--- src/rtl/core/madt_pkg.sv ---
`timescale 1ns / 1ps
// ============================================================================
// madt_pkg
// Shared types, op codes and table layout constants for the MADT parser.
// ============================================================================
package madt_pkg;

    localparam int ISA_LINES_DEF   = 16;
    localparam int OFFSET_BITS_DEF = 16;

    // request op codes
    localparam logic [1:0] OP_BEGIN  = 2'd0;
    localparam logic [1:0] OP_BYTE   = 2'd1;
    localparam logic [1:0] OP_LOOKUP = 2'd2;

    // result kinds
    localparam logic KIND_SUMMARY = 1'b0;
    localparam logic KIND_LOOKUP  = 1'b1;

    // entry types and their layout sizes
    localparam logic [7:0] TYPE_LAPIC    = 8'd0;
    localparam logic [7:0] TYPE_IOAPIC   = 8'd1;
    localparam logic [7:0] TYPE_OVERRIDE = 8'd2;
    localparam logic [3:0] NEED_LAPIC    = 4'd8;
    localparam logic [3:0] NEED_IOAPIC   = 4'd12;
    localparam logic [3:0] NEED_OVERRIDE = 4'd10;
    localparam logic [3:0] NEED_NONE     = 4'd0;

    // table header
    localparam int ENTRY_FIRST    = 44;
    localparam int ENTRY_BUF      = 12;
    localparam int HDR_LEN_WORD   = 1;   // bytes 4..7
    localparam int HDR_LAPIC_WORD = 9;   // bytes 36..39

    // override flag field value meaning active low / level
    localparam logic [1:0] FLAG_SET = 2'b11;

    // line map entry: {level, polarity_low, gsi}
    localparam int MAP_W = 34;

    typedef struct packed {
        logic [1:0] op;
        logic [7:0] data_byte;
        logic       last;
        logic [7:0] isa_line;
    } madt_item_t;

    typedef struct packed {
        logic        kind;
        logic        ok;
        logic [31:0] lapic_address;
        logic [31:0] io_apic_addr;
        logic [31:0] ioapic_gsi_base;
        logic [7:0]  boot_cpu_id;
        logic [31:0] gsi;
        logic        polarity_low;
        logic        level_mode;
    } madt_result_t;

endpackage

--- src/rtl/core/madt_ram.sv ---
`timescale 1ns / 1ps
// ============================================================================
// madt_ram
// Generic single-write, single-read RAM with registered read data.
// ============================================================================
module madt_ram #(
    parameter int WIDTH = 8,
    parameter int DEPTH = 16,
    localparam int AW   = (DEPTH > 1) ? $clog2(DEPTH) : 1
) (
    input  logic             clk,
    input  logic             wr_en,
    input  logic [AW-1:0]    wr_addr,
    input  logic [WIDTH-1:0] wr_data,
    input  logic             rd_en,
    input  logic [AW-1:0]    rd_addr,
    output logic [WIDTH-1:0] rd_data
);

    logic [WIDTH-1:0] mem [DEPTH];
    logic [WIDTH-1:0] rd_data_reg;

    always_ff @(posedge clk)
    begin
        if (wr_en)
        begin
            mem[wr_addr] <= wr_data;
        end
        if (rd_en)
        begin
            rd_data_reg <= mem[rd_addr];
        end
    end

    assign rd_data = rd_data_reg;

endmodule

--- src/rtl/core/madt_in_stage.sv ---
`timescale 1ns / 1ps
// ============================================================================
// madt_in_stage
// Input register: holds one request until the engine consumes it.
// ============================================================================
module madt_in_stage (
    input  logic                clk,
    input  logic                rst_n,
    input  logic                in_valid,
    output logic                in_ready,
    input  madt_pkg::madt_item_t in_item,
    input  logic                out_free,
    output logic                advance,
    output madt_pkg::madt_item_t item
);
    import madt_pkg::*;

    logic       valid_reg;
    logic       valid_next;
    madt_item_t item_reg;
    logic       accept;

    assign in_ready = !valid_reg || out_free;
    assign advance  = valid_reg && out_free;
    assign accept   = in_valid && in_ready;

    always_comb
    begin
        valid_next = valid_reg;
        if (accept)
        begin
            valid_next = 1'b1;
        end
        else if (advance)
        begin
            valid_next = 1'b0;
        end
    end

    always_ff @(posedge clk or negedge rst_n)
    begin
        if (!rst_n)
        begin
            valid_reg <= 1'b0;
        end
        else
        begin
            valid_reg <= valid_next;
        end
    end

    always_ff @(posedge clk)
    begin
        if (accept)
        begin
            item_reg <= in_item;
        end
    end

    assign item = item_reg;

endmodule

--- src/rtl/core/madt_engine.sv ---
`timescale 1ns / 1ps
// ============================================================================
// madt_engine
// Table state, entry walk, ISA override map and result formation.
// ============================================================================
module madt_engine #(
    parameter int ISA_LINES   = madt_pkg::ISA_LINES_DEF,
    parameter int OFFSET_BITS = madt_pkg::OFFSET_BITS_DEF
) (
    input  logic                  clk,
    input  logic                  rst_n,
    input  logic                  advance,
    input  madt_pkg::madt_item_t  item,
    input  logic                  rd_en,
    input  logic [7:0]            rd_line,
    output logic                  has_result,
    output madt_pkg::madt_result_t result
);
    import madt_pkg::*;

    localparam int LINE_BITS = (ISA_LINES > 1) ? $clog2(ISA_LINES) : 1;
    localparam logic [OFFSET_BITS-1:0] OFF_MAX   = '1;
    localparam logic [OFFSET_BITS-1:0] START_RST = OFFSET_BITS'(ENTRY_FIRST);
    localparam logic [8:0] LINES_LIM = 9'(ISA_LINES);

    logic [OFFSET_BITS-1:0] offset_reg, offset_next;
    logic [OFFSET_BITS-1:0] start_reg, start_next;
    logic [31:0]            tlen_reg, tlen_next;
    logic [31:0]            lapic_reg, lapic_next;
    logic                   stopped_reg, stopped_next;
    logic [31:0]            io_base_reg, io_base_next;
    logic [31:0]            io_gsi_reg, io_gsi_next;
    logic                   have_io_reg, have_io_next;
    logic [7:0]             boot_id_reg, boot_id_next;
    logic                   have_boot_reg, have_boot_next;
    logic [ISA_LINES-1:0]   map_valid_reg, map_valid_next;
    logic [7:0]             eb_reg [ENTRY_BUF];
    logic [7:0]             eb_next [ENTRY_BUF];

    // bypass for a map write landing on the same edge as the RAM read
    logic                   fwd_valid_reg, fwd_valid_next;
    logic [LINE_BITS-1:0]   fwd_line_reg, fwd_line_next;
    logic [MAP_W-1:0]       fwd_data_reg, fwd_data_next;

    logic                   wr_en;
    logic [LINE_BITS-1:0]   wr_addr;
    logic [MAP_W-1:0]       wr_data;
    logic [MAP_W-1:0]       ram_rdata;

    logic                   is_begin, is_byte, is_lookup, walk_act;
    logic [7:0]             b;
    logic [OFFSET_BITS-1:0] rel;
    logic                   rel_lt12;
    logic [3:0]             rel_idx;
    logic [7:0]             view [ENTRY_BUF];
    logic [7:0]             len, typ;
    logic [3:0]             need;
    logic                   use_it, entry_end;
    logic [1:0]             lane;
    logic [OFFSET_BITS-3:0] hdr_word;

    logic                   lk_in_range, lk_valid, lk_fwd;
    logic [LINE_BITS-1:0]   lk_idx;
    logic [MAP_W-1:0]       lk_entry;

    madt_ram #(
        .WIDTH(MAP_W),
        .DEPTH(ISA_LINES)
    ) u_map_ram (
        .clk     (clk),
        .wr_en   (wr_en),
        .wr_addr (wr_addr),
        .wr_data (wr_data),
        .rd_en   (rd_en),
        .rd_addr (rd_line[LINE_BITS-1:0]),
        .rd_data (ram_rdata)
    );

    assign is_begin  = advance && (item.op == OP_BEGIN);
    assign is_byte   = advance && (item.op == OP_BYTE) && (offset_reg != OFF_MAX);
    assign is_lookup = advance && (item.op == OP_LOOKUP);
    assign b         = item.data_byte;

    assign walk_act = is_byte && !stopped_reg && (offset_reg >= start_reg)
                      && (32'(offset_reg) < tlen_reg);
    assign rel      = offset_reg - start_reg;
    assign rel_lt12 = rel < OFFSET_BITS'(ENTRY_BUF);
    assign rel_idx  = rel[3:0];
    assign lane     = offset_reg[1:0];
    assign hdr_word = offset_reg[OFFSET_BITS-1:2];

    // entry bytes as seen after this byte lands
    always_comb
    begin
        for (int i = 0; i < ENTRY_BUF; i++)
        begin
            view[i] = (rel_lt12 && (rel_idx == 4'(i))) ? b : eb_reg[i];
        end
    end

    assign typ = view[0];
    assign len = view[1];

    always_comb
    begin
        case (typ)
            TYPE_LAPIC:    need = NEED_LAPIC;
            TYPE_IOAPIC:   need = NEED_IOAPIC;
            TYPE_OVERRIDE: need = NEED_OVERRIDE;
            default:       need = NEED_NONE;
        endcase
    end

    assign use_it    = (need != NEED_NONE) && (len >= {4'd0, need})
                       && (rel == OFFSET_BITS'(need - 4'd1));
    assign entry_end = (len != 8'd0) && (rel == OFFSET_BITS'(len - 8'd1));

    always_comb
    begin
        offset_next    = offset_reg;
        start_next     = start_reg;
        tlen_next      = tlen_reg;
        lapic_next     = lapic_reg;
        stopped_next   = stopped_reg;
        io_base_next   = io_base_reg;
        io_gsi_next    = io_gsi_reg;
        have_io_next   = have_io_reg;
        boot_id_next   = boot_id_reg;
        have_boot_next = have_boot_reg;
        map_valid_next = map_valid_reg;
        for (int i = 0; i < ENTRY_BUF; i++)
        begin
            eb_next[i] = eb_reg[i];
        end
        wr_en   = 1'b0;
        wr_addr = view[3][LINE_BITS-1:0];
        wr_data = {(view[8][3:2] == FLAG_SET), (view[8][1:0] == FLAG_SET),
                   view[7], view[6], view[5], view[4]};

        if (is_begin)
        begin
            offset_next    = '0;
            start_next     = START_RST;
            tlen_next      = '0;
            lapic_next     = '0;
            stopped_next   = 1'b0;
            io_base_next   = '0;
            io_gsi_next    = '0;
            have_io_next   = 1'b0;
            boot_id_next   = '0;
            have_boot_next = 1'b0;
            map_valid_next = '0;
        end
        else if (is_byte)
        begin
            offset_next = offset_reg + 1'b1;
            for (int k = 0; k < 4; k++)
            begin
                if (lane == 2'(k))
                begin
                    if (hdr_word == (OFFSET_BITS-2)'(HDR_LEN_WORD))
                    begin
                        tlen_next[8*k +: 8] = b;
                    end
                    if (hdr_word == (OFFSET_BITS-2)'(HDR_LAPIC_WORD))
                    begin
                        lapic_next[8*k +: 8] = b;
                    end
                end
            end

            if (walk_act)
            begin
                if (rel_lt12)
                begin
                    eb_next[rel_idx] = b;
                end
                if (rel != '0)
                begin
                    if ((rel == OFFSET_BITS'(1)) && (b == 8'd0))
                    begin
                        stopped_next = 1'b1;
                    end
                    else
                    begin
                        if (use_it)
                        begin
                            case (typ)
                                TYPE_LAPIC:
                                begin
                                    if (view[4][0] && !have_boot_reg)
                                    begin
                                        boot_id_next   = view[3];
                                        have_boot_next = 1'b1;
                                    end
                                end
                                TYPE_IOAPIC:
                                begin
                                    if (!have_io_reg)
                                    begin
                                        io_base_next = {view[7], view[6], view[5], view[4]};
                                        io_gsi_next  = {view[11], view[10], view[9], view[8]};
                                        have_io_next = 1'b1;
                                    end
                                end
                                default:
                                begin
                                    if ({1'b0, view[3]} < LINES_LIM)
                                    begin
                                        wr_en                   = 1'b1;
                                        map_valid_next[wr_addr] = 1'b1;
                                    end
                                end
                            endcase
                        end
                        // length one: next entry starts on this length byte
                        if (len == 8'd1)
                        begin
                            start_next = offset_reg;
                            eb_next[0] = b;
                        end
                        else if (entry_end)
                        begin
                            start_next = offset_reg + 1'b1;
                        end
                    end
                end
            end
        end
    end

    always_comb
    begin
        fwd_valid_next = fwd_valid_reg;
        fwd_line_next  = fwd_line_reg;
        fwd_data_next  = fwd_data_reg;
        if (rd_en)
        begin
            fwd_valid_next = wr_en;
            fwd_line_next  = wr_addr;
            fwd_data_next  = wr_data;
        end
    end

    always_ff @(posedge clk or negedge rst_n)
    begin
        if (!rst_n)
        begin
            offset_reg    <= '0;
            start_reg     <= START_RST;
            tlen_reg      <= '0;
            lapic_reg     <= '0;
            stopped_reg   <= 1'b0;
            io_base_reg   <= '0;
            io_gsi_reg    <= '0;
            have_io_reg   <= 1'b0;
            boot_id_reg   <= '0;
            have_boot_reg <= 1'b0;
            map_valid_reg <= '0;
            fwd_valid_reg <= 1'b0;
        end
        else
        begin
            offset_reg    <= offset_next;
            start_reg     <= start_next;
            tlen_reg      <= tlen_next;
            lapic_reg     <= lapic_next;
            stopped_reg   <= stopped_next;
            io_base_reg   <= io_base_next;
            io_gsi_reg    <= io_gsi_next;
            have_io_reg   <= have_io_next;
            boot_id_reg   <= boot_id_next;
            have_boot_reg <= have_boot_next;
            map_valid_reg <= map_valid_next;
            fwd_valid_reg <= fwd_valid_next;
        end
    end

    always_ff @(posedge clk)
    begin
        for (int i = 0; i < ENTRY_BUF; i++)
        begin
            eb_reg[i] <= eb_next[i];
        end
        fwd_line_reg <= fwd_line_next;
        fwd_data_reg <= fwd_data_next;
    end

    // lookup: unwritten lines read as identity with flags clear
    assign lk_idx      = item.isa_line[LINE_BITS-1:0];
    assign lk_in_range = {1'b0, item.isa_line} < LINES_LIM;
    assign lk_valid    = lk_in_range && map_valid_reg[lk_idx];
    assign lk_fwd      = fwd_valid_reg && (fwd_line_reg == lk_idx);
    assign lk_entry    = lk_fwd ? fwd_data_reg : ram_rdata;

    assign has_result = (advance && (item.op == OP_BYTE) && item.last) || is_lookup;

    always_comb
    begin
        result = '0;
        if (item.op == OP_LOOKUP)
        begin
            result.kind         = KIND_LOOKUP;
            result.gsi          = lk_valid ? lk_entry[31:0] : 32'(item.isa_line);
            result.polarity_low = lk_valid && lk_entry[32];
            result.level_mode   = lk_valid && lk_entry[33];
        end
        else
        begin
            result.kind            = KIND_SUMMARY;
            result.ok              = have_io_next && (lapic_next != '0);
            result.lapic_address   = lapic_next;
            result.io_apic_addr    = io_base_next;
            result.ioapic_gsi_base = io_gsi_next;
            result.boot_cpu_id     = boot_id_next;
        end
    end

endmodule

--- src/rtl/core/madt_out_stage.sv ---
`timescale 1ns / 1ps
// ============================================================================
// madt_out_stage
// Result register: holds one result until the receiver takes it.
// ============================================================================
module madt_out_stage (
    input  logic                   clk,
    input  logic                   rst_n,
    input  logic                   advance,
    input  logic                   has_result,
    input  madt_pkg::madt_result_t result,
    output logic                   out_free,
    output logic                   out_valid,
    input  logic                   out_ready,
    output madt_pkg::madt_result_t out_result
);
    import madt_pkg::*;

    logic         valid_reg;
    logic         valid_next;
    madt_result_t result_reg;

    assign out_free = !valid_reg || out_ready;

    always_comb
    begin
        if (advance)
        begin
            valid_next = has_result;
        end
        else
        begin
            valid_next = valid_reg && !out_ready;
        end
    end

    always_ff @(posedge clk or negedge rst_n)
    begin
        if (!rst_n)
        begin
            valid_reg <= 1'b0;
        end
        else
        begin
            valid_reg <= valid_next;
        end
    end

    always_ff @(posedge clk)
    begin
        if (advance && has_result)
        begin
            result_reg <= result;
        end
    end

    assign out_valid  = valid_reg;
    assign out_result = result_reg;

endmodule

--- src/rtl/core/madt_interrupt_table_parser.sv ---
`timescale 1ns / 1ps
// ============================================================================
// madt_interrupt_table_parser
// MADT byte-stream parser with ISA interrupt override lookup.
// ============================================================================
// Usage:
//   Input channel (in_valid/in_ready) carries one request: op 0 starts a new
//   table, op 1 delivers the next table byte (last=1 on the final byte asks
//   for a summary), op 2 looks up an ISA line in the override map.
//   Output channel (out_valid/out_ready) returns a summary (kind 0) or a
//   lookup answer (kind 1). Begin requests and non-final bytes return nothing.
// Path: an accepted request is held in the input register, then its result
//   in the result register, which drives the ports.
// Throughput: one request per cycle while out_ready keeps up. The per-byte walk
//   and the override map write are worked out combinationally; the map lives in a RAM
//   whose read is launched as the request enters the input register.
// Stall: while the result register is full and out_ready is low, the input
//   register still takes one request; in_ready drops only when both hold.
// Reset: rst_n clears all table state; the override map reads as identity
//   (GSI = line, flags clear) through per-line valid bits, no clearing pass.
// ============================================================================
module madt_interrupt_table_parser #(
    parameter int ISA_LINES   = madt_pkg::ISA_LINES_DEF,
    parameter int OFFSET_BITS = madt_pkg::OFFSET_BITS_DEF
) (
    input  logic        clk,
    input  logic        rst_n,
    // request channel
    input  logic        in_valid,
    output logic        in_ready,
    input  logic [1:0]  op,
    input  logic [7:0]  data_byte,
    input  logic        last,
    input  logic [7:0]  isa_line,
    // result channel
    output logic        out_valid,
    input  logic        out_ready,
    output logic        kind,
    output logic        ok,
    output logic [31:0] lapic_address,
    output logic [31:0] io_apic_addr,
    output logic [31:0] ioapic_gsi_base,
    output logic [7:0]  boot_cpu_id,
    output logic [31:0] gsi,
    output logic        polarity_low,
    output logic        level_mode
);
    import madt_pkg::*;

    madt_item_t   in_item;
    madt_item_t   item;
    madt_result_t result;
    madt_result_t out_result;
    logic         advance;
    logic         out_free;
    logic         has_result;

    assign in_item.op        = op;
    assign in_item.data_byte = data_byte;
    assign in_item.last      = last;
    assign in_item.isa_line  = isa_line;

    madt_in_stage u_in_stage (
        .clk      (clk),
        .rst_n    (rst_n),
        .in_valid (in_valid),
        .in_ready (in_ready),
        .in_item  (in_item),
        .out_free (out_free),
        .advance  (advance),
        .item     (item)
    );

    // map RAM read is issued with the request capture, so data is ready
    // when the request reaches the engine
    madt_engine #(
        .ISA_LINES   (ISA_LINES),
        .OFFSET_BITS (OFFSET_BITS)
    ) u_engine (
        .clk        (clk),
        .rst_n      (rst_n),
        .advance    (advance),
        .item       (item),
        .rd_en      (in_valid && in_ready),
        .rd_line    (isa_line),
        .has_result (has_result),
        .result     (result)
    );

    madt_out_stage u_out_stage (
        .clk        (clk),
        .rst_n      (rst_n),
        .advance    (advance),
        .has_result (has_result),
        .result     (result),
        .out_free   (out_free),
        .out_valid  (out_valid),
        .out_ready  (out_ready),
        .out_result (out_result)
    );

    assign kind            = out_result.kind;
    assign ok              = out_result.ok;
    assign lapic_address   = out_result.lapic_address;
    assign io_apic_addr    = out_result.io_apic_addr;
    assign ioapic_gsi_base = out_result.ioapic_gsi_base;
    assign boot_cpu_id     = out_result.boot_cpu_id;
    assign gsi             = out_result.gsi;
    assign polarity_low    = out_result.polarity_low;
    assign level_mode      = out_result.level_mode;

endmodule

--- config.mk ---
export PLATFORM = sky130hd
export DESIGN_NAME = madt_interrupt_table_parser
export DESIGN_NICKNAME = d
export VERILOG_FILES = /design/src/rtl/core/madt_pkg.sv /design/src/rtl/core/madt_ram.sv /design/src/rtl/core/madt_in_stage.sv /design/src/rtl/core/madt_engine.sv /design/src/rtl/core/madt_out_stage.sv /design/src/rtl/core/madt_interrupt_table_parser.sv
export SDC_FILE = /design/constraint.sdc
export NUM_CORES = 1
export LEC_CHECK = 0
export ABC_CLOCK_PERIOD_IN_PS = 19450
export CELL_PAD_IN_SITES_DETAIL_PLACEMENT = 1
export CELL_PAD_IN_SITES_GLOBAL_PLACEMENT = 2
export CORE_MARGIN = 4
export CORE_UTILIZATION = 50
export CTS_CLUSTER_SIZE = 8
export DETAILED_ROUTE_END_ITERATION = 8
export DONT_BUFFER_PORTS = 1
export GPL_TIMING_DRIVEN = 0
export PLACE_DENSITY_LB_ADDON = 0.15
export SETUP_SLACK_MARGIN = 0.02
export SYNTH_ARGS = -nofsm -noshare
export SYNTH_HDL_FRONTEND = slang
export SYNTH_SLANG_ARGS = --single-unit
--- constraint.sdc ---
create_clock -name clk -period 19.45 [get_ports clk]
set_clock_uncertainty 0.15 [all_clocks]
set_input_delay 4.8625 -clock clk [delete_from_list [all_inputs] [get_ports clk]]
set_output_delay 4.8625 -clock clk [all_outputs]
set_load 0.005 [all_outputs]
==> results_dict.tcl <==
set metrics [dict create \
    peakVddDrop_mv 0.0844 \
    cts.sinks 1053 \
    postPlaceCellArea_mm2 0.0457 \
    root_buffer "clkbuf_16" \
    post-dp-hpwl_mm 84.8 \
    htree_levels 4 \
    required_ns 14.44 \
    portBuffers 0 \
    syn_inst 2614 \
    min_to "u_engine.map_valid_reg[3]" \
    clk_latency_ns 0.74 \
    timing.rr.end "u_engine.u_map_ram.mem[5][31]" \
    outcome "finished, final reports clean" \
    endpoint_kind "output pin" \
    cp_num_buf_inv 0 \
    clk_pin_slew_ns 0.05 \
    nNetsFinal 2891 \
    arrival_ns 5.07 \
    register_area_mm2 0.0307 \
    r2r-start "u_engine.offset_reg[0]" \
    fp.dieW_um 302 \
    hold_viol_final 0 \
    async_reset_ff_share_pct 18.0 \
    clockBufferDepth 3 \
    max_stage_delay_ns 0.21 \
    period_share_pct 51.8 \
    dr.pass1.iters 5 \
    wl_per_cell_um 30.9 \
    finalCriticalPeriod_ns 10.08 \
    layout_common_cells "edfxtp_1, nor2_1, dfrtp_1" \
    final.setup.tns_ns 0 \
    cts_tree "built" \
    leakagePower_nw 18.5 \
    rsz0062_at_grt "false" \
    power_density_mw_per_mm2 101 \
    crit_fanout 3 \
    drv_cap 0 \
    r2r_slack_ns 11.37 \
    ant_nets 0 \
    row_count 107 \
    antenna_found_initial 7 \
    synthDominantCellAreaShare_pct 60.0 \
    drt_iter0_markers 2059 \
    drive_gt1_share_pct 18.6 \
    core_mm2 0.0854 \
    multi_input_area_mm2 0.0118 \
    track_usage_pct 27.9 \
    min_path_type "flop to flop" \
    grt_pass1_vias 26600 \
    yosys-top-cells-area "edfxtp_1, dfrtp_1, mux4_2, mux2i_1, nor2_1" \
    synth-seq-cells 1053 \
    slew_headroom_pct 3.76 \
    netlist_area_mm2 0.0432 \
    via_per_inst 6.09 \
    gp_congestion 0.893 \
    synth.distinct_cells 71 \
    min_path_cells 1 \
    synth_top_area_cell "edfxtp_1" \
    grt_pass1_wl_mm 183 \
    fillerInstances 7763 \
    slew_viol_final 0 \
    crit_family "simple AND/OR/NAND/NOR gates" \
    post-cts-setup-buffers 0 \
    path_cells "nand3b_1" \
    cts-resized-gates 0 \
    avgSynthCellArea_um2 16.5 \
    initial_core_util_pct 50.5 \
    setup_violations 0 \
    ctsHoldBuffers 0 \
    yosysSeqAreaShare_pct 71.0 \
    drc 0 \
    die_y_um 302 \
    numCtsBuffers 149 \
    area_growth_pct 15.7 \
    hold_start "u_engine.map_valid_reg[3]" \
    slowest_stage "nand3b_1" \
    crit_type "primary input to output pin" \
    dr_total_vias 24600 \
    largest_reg_flops 544 \
    io_pins 165 \
    grt_overflow 0 \
    fmax_mhz 99.2 \
    max_slew.worst_pin.slew_ns 1.43 \
    critPathLaunchType "primary input" \
    regMostFlops "u_engine.u_map_ram.mem" \
    synth_ff_type "edfxtp_1" \
    wl_mm 125 \
    reg2reg_depth 25 \
    grt_max_degree 191 \
    synth_edf_count 863 \
    die_area_mm2 0.0911 \
    yosysWarnings 0 \
    stdcell_area_mm2 0.0499 \
    layout_commonest_cell "edfxtp_1" \
    syn_nets 2680 \
]
## routing by layer
layer	vias up	part of all wire (%)	global-route usage, %
li1	10500	-	-
met1	13100	40	36.1
met2	865	52	48.6
met3	212	5.4	4.57
met4	0	3.0	9.01
met5	-	0	0
## per-stage QoR
step / instances / setup slack (ns) / hold slack, ns / utilization [%] / total power [mW]
final: 4045 / 9.37 / 0.328 / 58.5 / 5.05
after global routing: 4042 / 9.36 / 0.343 / 58.5 / 5.21
after CTS: 4041 / 9.37 / 0.326 / 58.4 / 5.09
after detailed placement: 3818 / 9.37 / 0.315 / 53.5 / 2.73
after global placement: 3758 / 4.69 / 0.303 / 52.2 / 2.72
after floorplan: 2614 / 7.74 / 0.294 / - / 2.64
## cell usage after synthesis (all sizes together), types with 17 or more instances
| master | n |
|---|---|
| edfxtp | 863 |
| nor2 | 268 |
| dfrtp | 187 |
| mux4 | 175 |
| mux2i | 139 |
| clkbuf | 117 |
| nand2 | 103 |
| nor3 | 102 |
| a21oi | 93 |
| mux2 | 86 |
| nand3 | 55 |
| inv | 52 |
| o21ai | 45 |
| ha | 42 |
| buf | 31 |
| a21o | 28 |
| nor4 | 25 |
| xnor2 | 25 |
| nand2b | 21 |
| nand4 | 17 |
## logic make-up (layout without fill, tap and decap cells)
family / after synthesis / count (layout) / share of synthesized area [%]
AOI/OAI and AO/OA: 228 / 228 / 3.28
xor gates and xnor gates: 37 / 37 / 0.751
adders and majority gates: 43 / 43 / 1.26
buffers and inverters: 201 / 484 / 1.90
DFF: 1053 / 1053 / 71.0
muxes: 400 / 400 / 14.6
other: 0 / 4 / 0
and+or+nand+nor: 652 / 652 / 7.15
## how the worst max path moves through the flow
| stage | start | to | slack [ns] | depth (start not counted) |
|---|---|---|---|---|
| global route | out_ready | in_ready | 9.36 | 1 |
| detailed placement | out_ready | in_ready | 9.37 | 1 |
| finish | out_ready | in_ready | 9.37 | 1 |
| floorplan | out_ready | u_out_stage.out_result[0] | 7.74 | 3 |
| CTS | out_ready | in_ready | 9.37 | 1 |
| global placement | out_ready | u_out_stage.out_result[34] | 4.69 | 3 |
## cell type report
type / count / share of cell area [%]
clock inverter: 9 / 0.226
antenna: 4 / 0.0200
inverter: 53 / 0.403
buffer: 148 / 1.25
sequential: 1053 / 61.4
clock buffer: 214 / 8.19
tap: 1144 / 2.87
timing repair buffer: 60 / 2.01
multi-input combinational: 1360 / 23.6
## power by group
group	switching, mW	internal, mW
logic	0.134	0.0663
registers	0.0253	2.46
clock network	0.926	1.44
total	1.09	3.96
Note: power is estimated with default switching activity, not from simulation.
